`src/rtl/core/agw_pkg.sv`:
```
package agw_pkg;

	localparam int MAX_VERTICES_DEF = 16;
	localparam int WEIGHT_BITS_DEF  = 16;

	localparam int FUNC_W     = 3;
	localparam int VERTEX_W   = 4;
	localparam int WEIGHT_W   = 16;
	localparam int COUNT_W    = 8;
	localparam int NUM_VERT_W = 5;
	localparam int IN_DATA_W  = 24;
	localparam int OUT_DATA_W = 32;

	localparam logic [NUM_VERT_W-1:0] NUM_VERT_RST = 5'd16;

	// results of one walk
	localparam int RESULT_CAP = 16;
	localparam int RES_CNT_W  = $clog2(RESULT_CAP + 1);
	localparam int VIS_IDX_W  = $clog2(RESULT_CAP);

	localparam logic [COUNT_W-1:0] COUNT_SAT = 8'hFF;

	localparam logic STATUS_OK    = 1'b0;
	localparam logic STATUS_RANGE = 1'b1;

	typedef enum logic [FUNC_W-1:0] {
		FUNC_ADD    = 3'd0,
		FUNC_REMOVE = 3'd1,
		FUNC_READ   = 3'd2,
		FUNC_BFS    = 3'd3,
		FUNC_DFS    = 3'd4
	} func_t;

	typedef struct packed {
		func_t                      func;
		logic [VERTEX_W-1:0]        first_vertex;
		logic [VERTEX_W-1:0]        second_vertex;
		logic signed [WEIGHT_W-1:0] edge_weight;
	} op_t;

	typedef struct packed {
		logic                       status;
		logic [VERTEX_W-1:0]        visited_vertex;
		logic signed [WEIGHT_W-1:0] weight_read;
		logic [COUNT_W-1:0]         edge_count;
		logic                       last;
	} result_t;

endpackage

```
`src/rtl/core/agw_out.sv`:
```
module agw_out (
	input  logic                               clk,
	input  logic                               arst_n,
	input  logic                               res_valid,
	output logic                               res_ready,
	input  agw_pkg::result_t                   res,
	output logic                               m_tvalid,
	input  logic                               m_tready,
	output logic [agw_pkg::OUT_DATA_W-1:0]     m_tdata,
	output logic                               m_tuser,
	output logic                               m_tlast
);
	import agw_pkg::*;

	localparam int PAD_W = OUT_DATA_W - VERTEX_W - WEIGHT_W - COUNT_W;

	logic    vld_q;
	result_t res_q;

	// take a new item whenever the register is empty or being drained
	assign res_ready = !vld_q || m_tready;

	always_ff @(posedge clk or negedge arst_n) begin
		if (!arst_n) begin
			vld_q <= 1'b0;
		end else if (res_ready) begin
			vld_q <= res_valid;
		end
	end

	always_ff @(posedge clk) begin
		if (res_valid && res_ready) begin
			res_q <= res;
		end
	end

	assign m_tvalid = vld_q;
	assign m_tdata  = {{PAD_W{1'b0}}, res_q.edge_count, res_q.weight_read, res_q.visited_vertex};
	assign m_tuser  = res_q.status;
	assign m_tlast  = res_q.last;

endmodule
```
`config.mk`:
```
export PLATFORM = sky130hd
export DESIGN_NAME = agw_out
export DESIGN_NICKNAME = d
export VERILOG_FILES = /design/src/rtl/core/agw_pkg.sv /design/src/rtl/core/agw_out.sv
export SDC_FILE = /design/constraint.sdc
export NUM_CORES = 1
export LEC_CHECK = 0
export CORE_ASPECT_RATIO = 1.2
export CORE_MARGIN = 3
export CORE_UTILIZATION = 55
export DETAILED_ROUTE_END_ITERATION = 16
export DONT_BUFFER_PORTS = 1
export GPL_ROUTABILITY_DRIVEN = 0
export PLACE_DENSITY = 0.66
export SYNTH_ARGS = -nofsm -noshare
export SYNTH_HDL_FRONTEND = slang
export SYNTH_SLANG_ARGS = --single-unit
```
`constraint.sdc`:
```
create_clock -name clk -period 1.25 [get_ports clk]
set_input_delay 0.375 -clock clk [delete_from_list [all_inputs] [get_ports clk]]
set_output_delay 0.375 -clock clk [all_outputs]
set_load 0.05 [all_outputs]
```
==> metrics.md <==
| Metric | Value |
|---|---|
| Crit. Startpoint | m_tvalid$_DFFE_PN0P_ |
| Fin crit share | 108% |
| Die Wd | 44.7 um |
| Number of setup violations in the final report | 24 |
| Row Count | 16 |
| Syn Inst Count | 39 |
| Register-to-register setup slack | 0.12 ns |
| Clk sinks | 31 |
| Yosys warns | 0 |
| Post-synth EDFFs | 30 |
| Most frequent cell after synthesis | edfxtp_1 |
| Ports | 70 |
| Worst R2R Start | m_tvalid$_DFFE_PN0P_ |
| Largest area contributor in the netlist | edfxtp_1 |
| First-pass GRT wire length | 2740 um |
| RSZ-0062 raised after global routing | yes |
| Post-Route WL | 1980 um |
| Initial DRC Count | 12 |
| Die area | 2340 um^2 |
| Via count of the routed design | 510 |
| Register area share after synthesis | 93.7% |
| Startpoint Class | flip-flop |
| Setup bufs post-CTS | 0 |
| Critical path fanouts, max | 2 |
| Share of layout cells above drive strength 1 | 53.8% |
| Initial antenna violation count | 0 |
| Starting Density | 59.5% |
| Area fraction of the dominant cell type after synthesis | 91.1% |
| Worst Path Required | 0.88 ns |
| Mean Syn Cell Area | 25.3 um^2 |
| Worst setup EP type | output port |
| Largest net degree at the start of global routing | 23 |
| Critical path arrival | 0.97 ns |
| Setup TNS | -0.471 ns |
| Leak | 0.565 nW |
| Status | finished, violations left |
| Async SR Flop Fraction | 3.23% |
| Placed Area | 1260 um^2 |
| Root buf cell | clkbuf_4 |
| Port Buffers | 0 |
| Number of global-route vias before repair | 517 |
| Footprint of the multi-input gates | 43.8 um^2 |
| Max-cap violations | 0 |
| Number of diodes | 0 |
| CTS tree | done |
| Fin nets | 114 |
| H-tree depth | 2 |
| Total CTS buffers | 5 |
| DIE HEIGHT | 52.4 um |
| Synth area leaders | edfxtp_1 91%, buf_4 3.0%, dfrtp_1 2.5%, nand2b_4 1.4%, and2_4 0.89% |
| Setup Skew | 0.0112 ns |
| Drt wl/cell | 20.2 um |
| Core area | 1660 um^2 |
| Max Slew Vio Count | 0 |
| Clock Latency Late Sink | 0.33 ns |
| Top FF cell, synth | edfxtp_1 |
| Post-route cell area | 1440 um^2 |
| CTS Buffer Depth | 2 |
| Worst r2r dst | m_tlast$_DFFE_PP_ |
| DRT antenna net count | 0 |
| P&R area growth vs syn | 45.4% |
| GRT overflow | 0 |
| Sequential cell area | 927 um^2 |
| Synthesized flop and latch total | 31 |
| Vias per inst | 5.20 |
| Hold Path Class | primary input to flip-flop |
| Max Fclk | 0.744 GHz |
| Yosys cell types | 7 |
| Gr usage total | 19.4% |
| Failing checks | negative setup slack |
| Peak VDD IR | 1.22 mV |
| End of the critical path | res_ready |
| Fill cells | 79 |
| # DRC | 0 |
| FF-to-FF path depth | 3 |
| First-pass DRT Iterations | 2 |
| Post-layout min period | 1.34 ns |
| Final hold vios | 0 |
| Post-synthesis cell area | 988 um^2 |
| Pwr dens | 1490 nW/um^2 |
| Synth cell count leaders | 30 x edfxtp_1, 4 x buf_4 |
| WS Path Type | flip-flop to output port |
| Final setup margin | -0.0943 ns |
| Clock slew at reported path FFs | 0.09 ns |
[routing by layer]
metal  vias up  global-route usage, %  part of all wire [%]
met4         0                   12.1                   3.4
li1        221                      -                     -
met2        45                   33.7                    57
met3         6                   11.7                    11
met1       238                   15.5                    28
met5         -                      0                     0
[stage by stage]
stage                     setup WS [ns]  power [W]  std cells  util, %  hold WS, ns
after global placement            0.164    0.00160         90     75.9       0.0794
after detailed placement          0.139    0.00161         90     75.9       0.0795
after CTS                        -0.115    0.00215         98     86.5        0.121
after floorplan                  -0.170    0.00151         42        -       0.0794
after global routing             -0.145    0.00222         98     86.5        0.100
final                           -0.0943    0.00214         98     86.5        0.136
[state kept, by name, indices dropped and copies added, names as in the netlist]
register and cells:
m_tvalid 1, m_tlast 1, m_tdata 28, m_tuser 1
[worst max-delay path, stage by stage (launching register included)]
cell	delay, ns
dfrtp_2	0.43
nand2b_4	0.08
buf_8	0.14
[power breakdown]
part / internal (W) / total, W / switching, W
sequential: 0.00121 / 0.00124 / 0.0000274
combinational: 0.000123 / 0.000398 / 0.000274
clock: 0.000198 / 0.000502 / 0.000303
[worst min path at each step]
stage	slack [ns]	startpoint	cells after the start	endpoint
global route	0.10	res[4]	0	m_tdata[23]$_DFFE_PP_
detailed placement	0.08	arst_n	0	m_tvalid$_DFFE_PN0P_
CTS	0.12	res[14]	0	m_tdata[9]$_DFFE_PP_
global placement	0.08	arst_n	0	m_tvalid$_DFFE_PN0P_
floorplan	0.08	arst_n	0	m_tvalid$_DFFE_PN0P_
finish	0.14	res[17]	0	m_tdata[12]$_DFFE_PP_
[logic make-up (layout without fill, tap and decap cells)]
kind of cell  after synthesis  in the layout  share of synthesized area (%)
buf+inv                     4             42                           3.04
simple gates                3              3                           2.91
flops                      31             31                           93.7
other cells                 1              4                          0.379
[final cells by class]
type                    instances  area share [%]
clock inverters                 2           0.609
clock buffers                   5            2.61
well taps                      18            1.57
flip-flops and latches         31            64.5
repair buffers                 35            27.7
multi-input cells               7            3.05
[cells in the final DEF (no fill, tap or decap)]
| cell type | n |
|---|---|
| edfxtp_1 | 30 |
| buf_6 | 30 |
| clkbuf_4 | 5 |
| conb_1 | 4 |
| buf_4 | 2 |
| nand2b_4 | 1 |
| nand2b_1 | 1 |
| and2_4 | 1 |
| clkinv_1 | 1 |
| clkinv_2 | 1 |
| dlygate4sd3_1 | 1 |
| dfrtp_2 | 1 |
| buf_12 | 1 |
| buf_8 | 1 |
[what timing repair did]
action	4_1_cts	5_1_grt
endpoints found under the setup margin	32	32
hold endpoints to repair	1	0
hold buffers	1	0
pin swaps	0	0
resized for setup	32	0
Power figures use the tool's default switching activity.
